$ cat config.mk
export PLATFORM = sky130hd
export DESIGN_NAME = decimal_seven_segment_shift_out_top
export DESIGN_NICKNAME = d
export VERILOG_FILES = /design/src/dsseg_pkg.sv /design/src/dsseg_front.sv /design/src/dsseg_queue.sv /design/src/dsseg_back.sv /design/src/decimal_seven_segment_shift_out_top.sv
export SDC_FILE = /design/constraint.sdc
export NUM_CORES = 1
export LEC_CHECK = 0
export CAP_MARGIN = 10
export CORE_MARGIN = 1.5
export CORE_UTILIZATION = 60
export DETAILED_ROUTE_END_ITERATION = 16
export DONT_BUFFER_PORTS = 1
export PLACE_DENSITY = 0.76
export SETUP_SLACK_MARGIN = 0.15
export SLEW_MARGIN = 0
export SYNTH_ARGS = -nofsm -noshare
export SYNTH_HDL_FRONTEND = slang
export SYNTH_HIERARCHICAL = 1
export SYNTH_SLANG_ARGS = --single-unit
$ cat constraint.sdc
create_clock -name clock -period 4.85 [get_ports clock]
set_input_delay 0.7275 -clock clock [delete_from_list [all_inputs] [get_ports clock]]
set_output_delay 0.7275 -clock clock [all_outputs]
set_load 0.005 [all_outputs]
$ cat src/dsseg_pkg.sv
// shared types, constants and the segment table for the decimal seven-segment
// serial driver
// no dependencies
`default_nettype none

package dsseg_pkg;

   localparam int DIGIT_COUNT_DEF = 6;
   localparam int VALUE_W         = 17;
   localparam int BCD_DIGITS      = 6;   // enough decimal digits for any 17-bit value
   localparam int CODE_W          = 8;
   localparam int QUEUE_DEPTH     = 2;

   localparam logic [VALUE_W-1:0] BLANK_LIMIT = VALUE_W'(100000);
   localparam logic [CODE_W-1:0]  SEG_BLANK   = 8'h00;
   localparam logic [CODE_W-1:0]  POINT_MASK  = 8'h01;

   typedef struct packed {
      logic               display_index;
      logic [VALUE_W-1:0] shown_value;
   } req_type;

   typedef struct packed {
      logic target_display;
      logic serial_bit;
      logic last_bit;
   } rsp_type;

   // segments a..g on bits 7..1, point on bit 0
   function automatic logic [CODE_W-1:0] seg_code(input logic [3:0] digit);
      logic [CODE_W-1:0] code;
      begin
         unique case (digit)
            4'd0:    code = 8'hFC;
            4'd1:    code = 8'h60;
            4'd2:    code = 8'hDA;
            4'd3:    code = 8'hF2;
            4'd4:    code = 8'h66;
            4'd5:    code = 8'hB6;
            4'd6:    code = 8'hBE;
            4'd7:    code = 8'hE4;
            4'd8:    code = 8'hFE;
            4'd9:    code = 8'hF6;
            default: code = SEG_BLANK;
         endcase
         return code;
      end
   endfunction

endpackage

`default_nettype wire

$ cat src/dsseg_front.sv
// front end: takes a word, converts the value to decimal one bit per cycle
// (shift-and-add-3) and hands the segment codes to the queue; uses dsseg_pkg
`default_nettype none

module dsseg_front #(
   parameter int DIGIT_COUNT = dsseg_pkg::DIGIT_COUNT_DEF
) (
   input  wire logic                                       clock,
   input  wire logic                                       reset,
   input  wire logic                                       req_valid,
   output logic                                            req_ready,
   input  wire dsseg_pkg::req_type                         req_word,
   output logic                                            push,
   input  wire logic                                       push_ready,
   output logic [DIGIT_COUNT*dsseg_pkg::CODE_W:0]          push_data
);

   localparam int BCD_W = 4 * dsseg_pkg::BCD_DIGITS;
   localparam int CNT_W = $clog2(dsseg_pkg::VALUE_W);

   typedef enum logic [2:0] {
      FS_IDLE = 3'b001,
      FS_CONV = 3'b010,
      FS_PUSH = 3'b100
   } front_state_type;

   front_state_type                 state_ff, state_in;
   logic [CNT_W-1:0]                cnt_ff, cnt_in;
   logic [dsseg_pkg::VALUE_W-1:0]   val_ff, val_in;
   logic [BCD_W-1:0]                bcd_ff, bcd_in;
   logic                            disp_ff, disp_in;
   logic                            over_ff, over_in;
   logic [BCD_W-1:0]                bcd_adj;
   logic [DIGIT_COUNT*dsseg_pkg::CODE_W-1:0] codes;
   logic                            accept;

   assign req_ready = (state_ff == FS_IDLE) || ((state_ff == FS_PUSH) && push_ready);
   assign accept    = req_valid && req_ready;
   assign push      = (state_ff == FS_PUSH);
   assign push_data = {disp_ff, codes};

   // add 3 to every digit of 5 or more before the shift
   always_comb begin
      for (int d = 0; d < dsseg_pkg::BCD_DIGITS; d++) begin
         if (bcd_ff[4*d +: 4] >= 4'd5) begin
            bcd_adj[4*d +: 4] = bcd_ff[4*d +: 4] + 4'd3;
         end else begin
            bcd_adj[4*d +: 4] = bcd_ff[4*d +: 4];
         end
      end
   end

   // code for weight 10^e sits at bits [8e +: 8], so the leftmost digit is on top
   for (genvar e = 0; e < DIGIT_COUNT; e++) begin : g_code
      if (e >= dsseg_pkg::BCD_DIGITS) begin : g_high
         assign codes[e*dsseg_pkg::CODE_W +: dsseg_pkg::CODE_W] = dsseg_pkg::SEG_BLANK;
      end else begin : g_digit
         logic upper_zero;
         logic [dsseg_pkg::CODE_W-1:0] raw;
         assign upper_zero = (bcd_ff[BCD_W-1:4*e] == '0);
         assign raw = dsseg_pkg::seg_code(bcd_ff[4*e +: 4])
                      | ((e == 1) ? dsseg_pkg::POINT_MASK : dsseg_pkg::SEG_BLANK);
         assign codes[e*dsseg_pkg::CODE_W +: dsseg_pkg::CODE_W] =
            (over_ff || ((e >= 2) && upper_zero)) ? dsseg_pkg::SEG_BLANK : raw;
      end
   end

   always_comb begin
      state_in = state_ff;
      cnt_in   = cnt_ff;
      val_in   = val_ff;
      bcd_in   = bcd_ff;
      disp_in  = disp_ff;
      over_in  = over_ff;
      unique case (state_ff)
         FS_IDLE: begin
         end
         FS_CONV: begin
            bcd_in = {bcd_adj[BCD_W-2:0], val_ff[dsseg_pkg::VALUE_W-1]};
            val_in = {val_ff[dsseg_pkg::VALUE_W-2:0], 1'b0};
            cnt_in = cnt_ff - CNT_W'(1);
            if (cnt_ff == '0) begin
               state_in = FS_PUSH;
            end
         end
         FS_PUSH: begin
            if (push_ready) begin
               state_in = FS_IDLE;
            end
         end
         default: state_in = FS_IDLE;
      endcase
      if (accept) begin
         state_in = FS_CONV;
         cnt_in   = CNT_W'(dsseg_pkg::VALUE_W - 1);
         val_in   = req_word.shown_value;
         bcd_in   = '0;
         disp_in  = req_word.display_index;
         over_in  = (req_word.shown_value >= dsseg_pkg::BLANK_LIMIT);
      end
   end

   always_ff @(posedge clock) begin
      if (reset) begin
         state_ff <= FS_IDLE;
      end else begin
         state_ff <= state_in;
      end
      cnt_ff  <= cnt_in;
      val_ff  <= val_in;
      bcd_ff  <= bcd_in;
      disp_ff <= disp_in;
      over_ff <= over_in;
   end

endmodule

`default_nettype wire

$ cat src/dsseg_queue.sv
// two-entry queue between the front end and the shifter
// depends on dsseg_pkg for its depth
`default_nettype none

module dsseg_queue #(
   parameter int WIDTH = 49
) (
   input  wire logic             clock,
   input  wire logic             reset,
   input  wire logic             push,
   output logic                  push_ready,
   input  wire logic [WIDTH-1:0] push_data,
   output logic                  pop_valid,
   input  wire logic             pop,
   output logic [WIDTH-1:0]      pop_data
);

   localparam int PTR_W = $clog2(dsseg_pkg::QUEUE_DEPTH);
   localparam int CNT_W = $clog2(dsseg_pkg::QUEUE_DEPTH + 1);

   logic [WIDTH-1:0] mem_ff [dsseg_pkg::QUEUE_DEPTH];
   logic [PTR_W-1:0] wr_ff, wr_in;
   logic [PTR_W-1:0] rd_ff, rd_in;
   logic [CNT_W-1:0] fill_ff, fill_in;
   logic             do_push, do_pop;

   assign push_ready = (fill_ff != CNT_W'(dsseg_pkg::QUEUE_DEPTH));
   assign pop_valid  = (fill_ff != '0);
   assign pop_data   = mem_ff[rd_ff];
   assign do_push    = push && push_ready;
   assign do_pop     = pop && pop_valid;

   always_comb begin
      wr_in   = wr_ff;
      rd_in   = rd_ff;
      fill_in = fill_ff;
      if (do_push) begin
         wr_in = (wr_ff == PTR_W'(dsseg_pkg::QUEUE_DEPTH - 1)) ? '0 : wr_ff + PTR_W'(1);
      end
      if (do_pop) begin
         rd_in = (rd_ff == PTR_W'(dsseg_pkg::QUEUE_DEPTH - 1)) ? '0 : rd_ff + PTR_W'(1);
      end
      if (do_push && !do_pop) begin
         fill_in = fill_ff + CNT_W'(1);
      end else if (do_pop && !do_push) begin
         fill_in = fill_ff - CNT_W'(1);
      end
   end

   always_ff @(posedge clock) begin
      if (reset) begin
         wr_ff   <= '0;
         rd_ff   <= '0;
         fill_ff <= '0;
      end else begin
         wr_ff   <= wr_in;
         rd_ff   <= rd_in;
         fill_ff <= fill_in;
      end
      if (do_push) begin
         mem_ff[wr_ff] <= push_data;
      end
   end

endmodule

`default_nettype wire

$ cat src/dsseg_back.sv
// back end: shifts queued segment codes out into the output register one bit
// per cycle unless stalled, leftmost code first, msb first; uses dsseg_pkg
`default_nettype none

module dsseg_back #(
   parameter int DIGIT_COUNT = dsseg_pkg::DIGIT_COUNT_DEF
) (
   input  wire logic                                    clock,
   input  wire logic                                    reset,
   input  wire logic                                    pop_valid,
   output logic                                         pop,
   input  wire logic [DIGIT_COUNT*dsseg_pkg::CODE_W:0]  pop_data,
   output logic                                         rsp_valid,
   input  wire logic                                    rsp_ready,
   output dsseg_pkg::rsp_type                           rsp_word
);

   localparam int TOTAL = DIGIT_COUNT * dsseg_pkg::CODE_W;
   localparam int CNT_W = $clog2(TOTAL);

   logic [TOTAL-1:0]   sh_ff, sh_in;
   logic [CNT_W-1:0]   cnt_ff, cnt_in;
   logic               active_ff, active_in;
   logic               disp_ff, disp_in;
   logic               rsp_valid_ff, rsp_valid_in;
   dsseg_pkg::rsp_type rsp_ff, rsp_in;
   logic               advance;

   assign advance   = !rsp_valid_ff || rsp_ready;
   assign pop       = advance && !active_ff;
   assign rsp_valid = rsp_valid_ff;
   assign rsp_word  = rsp_ff;

   always_comb begin
      sh_in        = sh_ff;
      cnt_in       = cnt_ff;
      active_in    = active_ff;
      disp_in      = disp_ff;
      rsp_valid_in = rsp_valid_ff;
      rsp_in       = rsp_ff;
      if (advance) begin
         if (active_ff) begin
            rsp_valid_in          = 1'b1;
            rsp_in.target_display = disp_ff;
            rsp_in.serial_bit     = sh_ff[TOTAL-1];
            rsp_in.last_bit       = (cnt_ff == CNT_W'(1));
            sh_in                 = {sh_ff[TOTAL-2:0], 1'b0};
            cnt_in                = cnt_ff - CNT_W'(1);
            active_in             = (cnt_ff != CNT_W'(1));
         end else if (pop_valid) begin
            // first bit goes straight out so words follow with no gap
            rsp_valid_in          = 1'b1;
            rsp_in.target_display = pop_data[TOTAL];
            rsp_in.serial_bit     = pop_data[TOTAL-1];
            rsp_in.last_bit       = 1'b0;
            sh_in                 = {pop_data[TOTAL-2:0], 1'b0};
            disp_in               = pop_data[TOTAL];
            cnt_in                = CNT_W'(TOTAL - 1);
            active_in             = 1'b1;
         end else begin
            rsp_valid_in = 1'b0;
         end
      end
   end

   always_ff @(posedge clock) begin
      if (reset) begin
         active_ff    <= 1'b0;
         rsp_valid_ff <= 1'b0;
      end else begin
         active_ff    <= active_in;
         rsp_valid_ff <= rsp_valid_in;
      end
      sh_ff   <= sh_in;
      cnt_ff  <= cnt_in;
      disp_ff <= disp_in;
      rsp_ff  <= rsp_in;
   end

endmodule

`default_nettype wire

$ cat src/decimal_seven_segment_shift_out_top.sv
// top level of the decimal seven-segment serial driver
// instantiates dsseg_front, dsseg_queue and dsseg_back; uses dsseg_pkg
`default_nettype none

// Each request word names a display and a value in tenths. The value is shown
// on DIGIT_COUNT seven-segment positions: leading zeros blank down to the tens
// position, which always shows and carries the point; 100000 and above gives
// an all-dark display. Each word produces 8*DIGIT_COUNT response words (48 by
// default), one serial bit each, leftmost code first and msb first, with
// last_bit on the final one. The shifter emits one bit per cycle while the
// response side does not stall; new requests are taken no faster than the
// shifter or the front end's bit-serial decimal conversion allows. The front
// end runs ahead into a two-entry queue, so it can take a new request while
// earlier words are still being shifted out.

module decimal_seven_segment_shift_out_top #(
   parameter int DIGIT_COUNT = dsseg_pkg::DIGIT_COUNT_DEF
) (
   input  wire logic               clock,
   input  wire logic               reset,
   input  wire logic               req_valid,
   output logic                    req_ready,
   input  wire dsseg_pkg::req_type req_word,
   output logic                    rsp_valid,
   input  wire logic               rsp_ready,
   output dsseg_pkg::rsp_type      rsp_word
);

   localparam int Q_W = DIGIT_COUNT * dsseg_pkg::CODE_W + 1;

   logic           push, push_ready;
   logic [Q_W-1:0] push_data;
   logic           pop_valid, pop;
   logic [Q_W-1:0] pop_data;

   dsseg_front #(
      .DIGIT_COUNT(DIGIT_COUNT)
   ) u_front (
      .clock     (clock),
      .reset     (reset),
      .req_valid (req_valid),
      .req_ready (req_ready),
      .req_word  (req_word),
      .push      (push),
      .push_ready(push_ready),
      .push_data (push_data)
   );

   dsseg_queue #(
      .WIDTH(Q_W)
   ) u_queue (
      .clock     (clock),
      .reset     (reset),
      .push      (push),
      .push_ready(push_ready),
      .push_data (push_data),
      .pop_valid (pop_valid),
      .pop       (pop),
      .pop_data  (pop_data)
   );

   dsseg_back #(
      .DIGIT_COUNT(DIGIT_COUNT)
   ) u_back (
      .clock    (clock),
      .reset    (reset),
      .pop_valid(pop_valid),
      .pop      (pop),
      .pop_data (pop_data),
      .rsp_valid(rsp_valid),
      .rsp_ready(rsp_ready),
      .rsp_word (rsp_word)
   );

endmodule

`default_nettype wire

* Word level (Yosys, flattened, before mapping)
Memory sizes are Yosys's and may differ from the RTL's. A register that Yosys moved wholly into a read port is not among the register bits.
Index checks and enable logic that the tools add are counted.
** Operators by class
- Add/sub/neg operators :: 12
- Multiply operators :: 0
- Divide/modulo/power cells :: 0
- Magnitude comparators :: 7
- Equal/unequal tests :: 11
- Shift-type cells :: 0
- Multiplexer cells :: 47
- Bitwise operators :: 2
- Reduce and logical (&&, ||, !) cells :: 30
** Operators by type and width (count)
- 2-to-1 mux 48 bit :: 2
- 2-to-1 mux 4 bit :: 17
- 2-to-1 mux 8 bit :: 6
- 2-to-1 mux 17 bit :: 2
- greater-or-equal comparator 4 x 3 -> 1 bit, second input constant :: 6
- adder 4 x 2 -> 4 bit, second input constant :: 5
- greater-or-equal comparator 17 bit, second input constant :: 1
- logical NOT 16 bit :: 1
- 2-to-1 mux 3 bit :: 5
- logical NOT 12 bit :: 1
- 2-to-1 mux 6 bit :: 2
- 2-to-1 mux 1 bit :: 9
- one-hot mux 3 bit (3 select lines) :: 1
- AND reduction 3 bit :: 3
- logical NOT 8 bit :: 1
- nonzero test 2 bit :: 4
- == test 6 x 1 -> 1 bit, second input constant :: 1
- logical AND 1 bit :: 6
- logical OR 1 bit :: 6
- 2-to-1 mux 2 bit :: 3
- != test 6 x 1 -> 1 bit, second input constant :: 1
- subtractor 6 x 1 -> 6 bit, second input constant :: 1
- logical NOT 5 bit :: 1
- subtractor 5 x 1 -> 5 bit, second input constant :: 1
- 16 further kinds :: 23
** Word-level totals
- Register bits :: 114
- Latch bits :: 0
- RAM bits :: 98
- Memory bits (read-only) :: 672
- Input port bits :: 22
- Output and inout bits :: 5
- Memories :: 7
** Memories
- (no name shown) :: depth 16, bits a word 7, read ports 1, clocked after memory_dff 1, write ports 0, line dsseg_pkg.sv:33 : unique case (digit)
- (no name shown) :: depth 16, bits a word 7, read ports 1, clocked after memory_dff 1, write ports 0, line dsseg_pkg.sv:33
- (no name shown) :: depth 16, bits a word 7, read ports 1, clocked after memory_dff 1, write ports 0, line dsseg_pkg.sv:33
- (no name shown) :: depth 16, bits a word 7, read ports 1, clocked after memory_dff 1, write ports 0, line dsseg_pkg.sv:33
- (no name shown) :: depth 16, bits a word 7, read ports 1, clocked after memory_dff 1, write ports 0, line dsseg_pkg.sv:33
- (no name shown) :: depth 16, bits a word 7, read ports 1, clocked after memory_dff 1, write ports 0, line dsseg_pkg.sv:33
- +1 memories

* Logic depth before layout (Yosys ltp)
Gate-level depths: netlist (run 1).
- Depth after elaboration :: 7
- Mapped depth :: 12
- Gate-level depth less buffers :: 11

* Modules after synthesis
Netlist (run 1), hierarchy kept.
** By module, submodules not included
- dsseg_front :: instances 1, cells an instance 584, area an instance 5081.1 um^2, seq. area each 2052.0 um^2
- dsseg_queue :: instances 1, cells an instance 176, area an instance 3751.1 um^2, seq. area each 3042.9 um^2
- dsseg_back :: instances 1, cells an instance 145, area an instance 2514.9 um^2, seq. area each 1751.7 um^2

* Least setup slack after synthesis (run 1)
No wires, ideal clock.
- Path kind :: register -> register
- From :: register u_back.active_ff
- To :: register u_back.cnt_ff[0], enable pin
- Library setup time :: 0.470 ns
- Arrival time :: 3.142 ns
- Required time :: 4.380 ns
- Path slack :: 1.239 ns
- Stages on the path, launching flop included :: 5
- Path buffers :: 2
- Clock period less this slack :: 3.611 ns
- Cells stage by stage :: dfxtp_1 > clkbuf_1 > clkbuf_1 > nor2_1 > nor2_1
** Between the ends
- Cells in the longest elaborated chain, start to end :: 2
** RTL lines
- from (decl) :: line dsseg_back.sv:23 : logic active_ff, active_in;
- from (signal assigned) :: line dsseg_back.sv:71 : active_ff <= active_in;
- nonzero test 2 bit (no source line)
- AND reduction 2 bit (no source line)
- to (signal assigned) :: line dsseg_back.sv:75 : cnt_ff <= cnt_in;
- to (decl) :: line dsseg_back.sv:22 : logic [CNT_W-1:0] cnt_ff, cnt_in;
Every way passes these cells.
A chain may end at the register's enable or synchronous reset.

* Final worst setup path (run 1)
- From :: register u_queue.fill_ff[0]
- To :: register u_front/g_code[3].g_digit.raw[3] (netlist name)
** Between the ends
- Cells in the longest elaborated chain, start to end :: 5
** RTL lines
- from (decl) :: line dsseg_queue.sv:24 : logic [CNT_W-1:0] fill_ff, fill_in;
- from (signal assigned) :: line dsseg_queue.sv:58 : fill_ff <= fill_in;
- != test 2 bit :: line dsseg_queue.sv:27 : assign push_ready = (fill_ff != CNT_W'(dsseg_pkg::QUEUE_DEPTH));
- named net push_ready :: line decimal_seven_segment_shift_out_top.sv:31 : logic push, push_ready;
- logical AND 1 bit :: line dsseg_front.sv:37 : assign req_ready = (state_ff == FS_IDLE) || ((state_ff == FS_PUSH) && push_ready);
- logical OR 1 bit :: line dsseg_front.sv:37
- logical AND 1 bit :: line dsseg_front.sv:38 : assign accept = req_valid && req_ready;
- 2-to-1 mux 4 bit (no source line)
The timed path passes the listed nets, and every way through them passes these cells.

==> results_dict.tcl, run 1 <==
set metrics [dict create \
    ios 27 \
    critical_path.max_fanout 42 \
    cts_resized 0 \
    cts_hold_buf 0 \
    fin_crit_sh 0.641 \
    seq_area_frac_synth 0.603 \
    die_width_um 141 \
    root_buffer "clkbuf_16" \
    netlist_area_mm2 0.0113 \
    hold_path.class "primary input to flop" \
    critical_path_arrival_ns 3.52 \
    cp-end-kind "flop" \
    fin_nets 980 \
    track_usage 0.192 \
    layout_commonest_cell "edfxtp_1" \
    post-route-util 0.665 \
    synth_cells 905 \
    gp_congestion 0.801 \
    fin_skew_ns 0.0204 \
    path_cells "nand2b_1, and3b_1, o21ai_2, buf_4, inv_2, a211oi_1, inv_1, ha_1, nor2_1, a21o_1, o21ai_0" \
    start_util 0.609 \
    core-area_mm2 0.0186 \
    seq_area_mm2 0.00685 \
    synth_top_area_frac 0.460 \
    post_cts_buffers 0 \
    p_per_area_mw_per_mm2 474 \
    ys_ff_latch 255 \
    worst_path_largest_cell_delay_ns 0.56 \
    layout_common_cells "174 x edfxtp_1, 104 x mux2_2, 83 x nand2_1" \
    cts_sinks 255 \
    totalWireLength_mm 18.3 \
    avgSynthCellArea_um2 12.5 \
    p_int_w 0.00445 \
    swShare 0.243 \
    finalHoldViolCount 0 \
    syn_to_final_growth_pct 9.24 \
    grt_pass1_vias 6326 \
    clockBufferDepth 3 \
    m1WireLength_mm 8.43 \
    setup_slack_ns 1.74 \
    status "completed" \
    vias 6340 \
    clk_pin_slew_ns 0.06 \
    num_rows 50 \
    cp.required_ns 5.26 \
    ant_nets 0 \
    die_area_mm2 0.0197 \
    ir_worst_vdd_v 0.000260 \
    grt_pass1_wl_mm 30.8 \
    synthFlopType "edfxtp_1" \
    routed_via_density 5.47 \
    p_sw_w 0.00143 \
    crit_family "buffers and inverters" \
    cts_made_buffers 25 \
    synth-edff-count 174 \
    multi_input_area_mm2 0.00410 \
    hold_ws_ns 0.269 \
    routed-wl-met2_mm 9.04 \
    maxCapViolCount 0 \
    yosysWarnings 6 \
    place_worst_setup_slack_ns 1.77 \
    hpwlAfterDp_mm 11.5 \
    io_buffers 0 \
    rsz0062_at_grt "no" \
    yosys-top-cells-area "edfxtp_1 46%, dfxtp_1 14%, mux2_2 10%" \
    cp_slowest_cell "a211oi_1" \
    yosysTopAreaCell "edfxtp_1" \
    min_period_ns 3.11 \
    grt_overflow 0 \
    met3_length_um 651 \
    pwr-share-clk 0.347 \
    timing.slew.headroom 0.412 \
    seqPwrFrac 0.498 \
    grt_max_degree 61 \
    dr.pass1.iters 5 \
    tightest_slew_ns 0.879 \
    slew_viol_final 0 \
    cts_htree_levels 1 \
    drc 0 \
    drtIter0Drc 358 \
    drive_gt1_frac 0.206 \
    fmax_mhz 322 \
    leakagePower_nw 4.60 \
    antenna_found_initial 0 \
    worstSetupPathType "flop to flop" \
    wl_per_cell_um 15.8 \
    num_antenna_cells 0 \
    crit_buf_inv 3 \
    combPwrFrac 0.155 \
    synthDistinctLibCells 58 \
    setup_violations 0 \
    clock_latency_ns 0.52 \
    fillers 1353 \
    cts_tree "done" \
    async_flop_share 0 \
    fin_setup_tns_ns 0 \
    cp-start-kind "flop" \
    die_height_um 141 \
    highest_layer "met4" \
]
synthesized netlist by cell type, types with 8 or more instances:
cell,n
a21oi_1,28
a31oi_1,8
and2_1,33
buf_2,17
buf_4,10
dfxtp_1,81
edfxtp_1,174
ha_1,51
inv_1,42
inv_2,11
mux2_2,104
nand2_1,83
nand2b_1,10
nand3_1,14
nor2_1,55
nor2b_1,19
nor3_1,11
o21ai_0,44
xnor2_1,8
worst register-to-register path, delay by kind of cell (launching register included):
family | cells | cell delay [ns]
buffers and inverters | 3 | 0.93
AOI/OAI and AO/OA | 4 | 0.83
and+or+nand+nor | 3 | 0.62
DFF | 1 | 0.35
adders and majority gates | 1 | 0.27
cells by family (layout without fill, tap and decap cells):
group           after synthesis  count (layout)  share of synthesized area
xor+xnor                     14              14                     0.0108
flops                       255             255                      0.603
other cells                   1               5                   0.000330
fa+ha+maj                    51              51                     0.0562
mux                         107             107                      0.106
compound gates              128             128                     0.0728
buf+inv                      91             108                     0.0380
simple gates                258             258                      0.113
path summary, 6_finish.rpt:
kind | from | to | slack (ns) | cells past startpoint
max reg2reg | u_queue/fill_ff[0]$_SDFFE_PP0P_ | u_front/g_code[3].g_digit.raw[3]$_DFF_P_ | 1.74 | 11
max | u_queue/fill_ff[0]$_SDFFE_PP0P_ | u_front/g_code[3].g_digit.raw[3]$_DFF_P_ | 1.74 | 11
min | reset | flop | 0.27 | 1
min reg2reg | u_front/cnt_ff[4]$_SDFFE_PN1N_ | u_front/cnt_ff[4]$_SDFFE_PN1N_ | 0.51 | 2
area by class of cell:
cell class,instances,share of cell area
clock buffer,41,0.0635
clock inverter,5,0.00858
inverter,54,0.0165
multi-input combinational,563,0.330
sequential,255,0.553
tap,234,0.0236
timing repair buffer,8,0.00485
registers in the layout, summed over array words and instances, names as in the netlist, 2 cells and up, named ones only:
signal	flops
u_queue/mem_ff	98
u_back/sh_ff	47
u_front/g_code.g_digit.raw	42
u_front/bcd_ff	24
u_front/val_ff	17
u_back/cnt_ff	6
u_front/cnt_ff	5
u_back/rsp_word	3
u_front/state_ff	3
u_queue/fill_ff	2
stage by stage:
step                      instances  total power (W)  cell area, µm²
after global placement         1114          0.00385           11500
final                          1160          0.00587           12400
after detailed placement       1114          0.00389           11500
after floorplan                 909          0.00367           11400
after global routing           1160          0.00614           12400
after CTS                      1160          0.00594           12400
power by group through the flow:
stage	clock, W	sequential, W	combinational, W
4_1_cts	0.00208	0.00293	0.000929
5_1_grt	0.00217	0.00295	0.00101
3_3_place_gp	0	0.00296	0.000891
6_report	0.00204	0.00292	0.000910
3_5_place_dp	0	0.00297	0.000922
2_1_floorplan	0	0.00293	0.000736
layer usage:
metal	global-route usage	vias to the layer above
met5	0	-
met4	0.0422	0
li1	-	3194
met3	0.0287	18
met2	0.337	103
met1	0.254	3025
No activity file was read; power rests on OpenSTA's default activity.
==> run 2, diff against run 1 <==
--- a/config.mk
+++ b/config.mk
@@ -7,7 +7,7 @@
 export LEC_CHECK = 0
 export CAP_MARGIN = 10
 export CORE_MARGIN = 1.5
-export CORE_UTILIZATION = 60
+export CORE_UTILIZATION = 58
 export DETAILED_ROUTE_END_ITERATION = 16
 export DONT_BUFFER_PORTS = 1
 export PLACE_DENSITY = 0.76
==> constraint.sdc (replaced) <==
create_clock -name clock -period 2.72 [get_ports clock]
set_input_delay 0.408 -clock clock [delete_from_list [all_inputs] [get_ports clock]]
set_output_delay 0.408 -clock clock [all_outputs]
set_load 0.005 [all_outputs]
==> results_dict.tcl, run 2 (synthesis gave the netlist of run 1 again) <==
set metrics [dict create \
    root_buffer "clkbuf_16" \
    leakagePower_nw 4.73 \
    clockBufferDepth 3 \
    die_area_mm2 0.0204 \
    swShare 0.239 \
    antenna_found_initial 0 \
    p_sw_w 0.00260 \
    grt_overflow 0 \
    vias 6496 \
    start_util 0.599 \
    p_per_area_mw_per_mm2 856 \
    status "completed" \
    cts_tree "done" \
    ir_worst_vdd_v 0.000541 \
    post_cts_buffers 0 \
    ant_nets 0 \
    slew_viol_final 0 \
    die_height_um 143 \
    seqPwrFrac 0.478 \
    fillers 1365 \
    combPwrFrac 0.159 \
    finalHoldViolCount 0 \
    critical_path.max_fanout 5 \
    syn_to_final_growth_pct 12.1 \
    track_usage 0.188 \
    top_register "u_queue/mem_ff" \
    hpwlAfterDp_mm 11.0 \
    cp.required_ns 3.13 \
    p_int_w 0.00828 \
    fin_setup_tns_ns 0 \
    maxCapViolCount 0 \
    hold_path.class "primary input to flop" \
    cts_sinks 255 \
    dr.pass1.iters 4 \
    rsz0062_at_grt "no" \
    routed_via_density 5.40 \
    cp-end-kind "flop" \
    fin_nets 995 \
    cts_made_buffers 26 \
    die_width_um 143 \
    num_rows 50 \
    tightest_slew_ns 0.742 \
    cp-start-kind "flop" \
    clk_pin_slew_ns 0.06 \
    r2r_slack_ns 0.30 \
    layout_commonest_cell "edfxtp_1" \
    layout_common_cells "174 x edfxtp_1, 104 x mux2_2, 83 x nand2_1" \
    timing.slew.headroom 0.505 \
    io_buffers 0 \
    design_area_mm2 0.0127 \
    clock_latency_ns 0.52 \
    grt_max_degree 58 \
    setup_violations 0 \
    min_period_ns 2.42 \
    worstSetupPathType "flop to flop" \
    cts_htree_levels 1 \
    fin_crit_sh 0.889 \
    fin_skew_ns 0.0117 \
    fmax_mhz 413 \
    totalWireLength_mm 18.5 \
    grt_pass1_vias 6381 \
    drc 0 \
    critical_path_arrival_ns 2.83 \
    wl_per_cell_um 15.4 \
    largest_reg_flops 98 \
    drive_gt1_frac 0.220 \
    gp_congestion 0.761 \
    pwr-share-clk 0.364 \
    ios 27 \
    grt_pass1_wl_mm 30.6 \
    place_area_mm2 0.0117 \
    core-area_mm2 0.0190 \
    drtIter0Drc 309 \
]
[run 2: cell types whose count changed in the layout (fill, tap and decap cells not counted), sizes merged, moves of 2 or more]
| cell | change |
|---|---|
| clkinv | +2 |
| buf | +12 |
| diode | +2 |
| clkbuf | -4 |
| dlygate4sd3 | +2 |
| bufinv | +3 |
[run 2: per-stage QoR]
stage          utilization  power, W  hold slack (ns)  setup WS, ns  std cells
2_1_floorplan            -   0.00652            0.466         0.348        909
3_3_place_gp         0.617   0.00696            0.454         0.224       1152
3_5_place_dp         0.617   0.00702            0.461         0.209       1152
4_1_cts              0.670    0.0110           0.0437         0.175       1202
5_1_grt              0.671    0.0114           0.0346         0.152       1202
6_report             0.671    0.0109           0.0653         0.301       1204
[run 2: critical path, cell delays in order (launching register included)]
cell and delay (ns):
dfxtp_1 0.36, inv_1 0.07, ha_1 0.17, nand2b_1 0.14, a21oi_2 0.28, mux2_2 0.40
or2_2 0.35, ha_1 0.22, nand2_1 0.06, o21ai_0 0.07, a22o_1 0.18
[run 2: worst paths after layout]
path                                        from                                  endpoint  cells after the start
setup / recovery  u_front/bcd_ff[5]$_SDFFE_PN0N_  u_front/g_code[1].g_digit.raw[3]$_DFF_P_                     10
hold / removal                      req_word[12]              u_front/val_ff[12]$_DFFE_PN_                      2
setup reg to reg  u_front/bcd_ff[5]$_SDFFE_PN0N_  u_front/g_code[1].g_digit.raw[3]$_DFF_P_                     10
hold reg to reg        u_front/disp_ff$_DFFE_PN_           u_queue/mem_ff[1][48]$_DFFE_PP_                      0
[run 2: area by class of cell]
type | instances | area (µm²) | share of cell area
inverter | 54 | 204 | 0.0160
clock buffer | 37 | 766 | 0.0602
clock inverter | 11 | 216 | 0.0170
sequential | 255 | 6850 | 0.539
tap | 260 | 325 | 0.0256
timing repair buffer | 22 | 245 | 0.0193
antenna | 2 | 5.00 | 0.000394
multi-input combinational | 563 | 4110 | 0.323
[run 2: power by group through the flow]
stage	Clock [W]	Combinational (W)	Sequential, W
floorplan	0	0.00133	0.00519
finish	0.00396	0.00173	0.00520
CTS	0.00404	0.00177	0.00521
global route	0.00420	0.00192	0.00525
detailed placement	0	0.00174	0.00528
global placement	0	0.00169	0.00527
[run 2: repair_timing]
item / CTS / global route
endpoints found under the setup margin: 0 / 19
hold buffers: 2 / 0
resized for setup: 0 / 2
hold endpoints to repair: 10 / 0
[run 2: routing by layer]
layer | global-route usage | vias up | part of all wire
met4 | 0.0434 | 0 | 0.015
met3 | 0.0315 | 28 | 0.029
met2 | 0.321 | 75 | 0.49
met5 | 0 | - | 0
met1 | 0.252 | 3165 | 0.47
li1 | - | 3228 | -
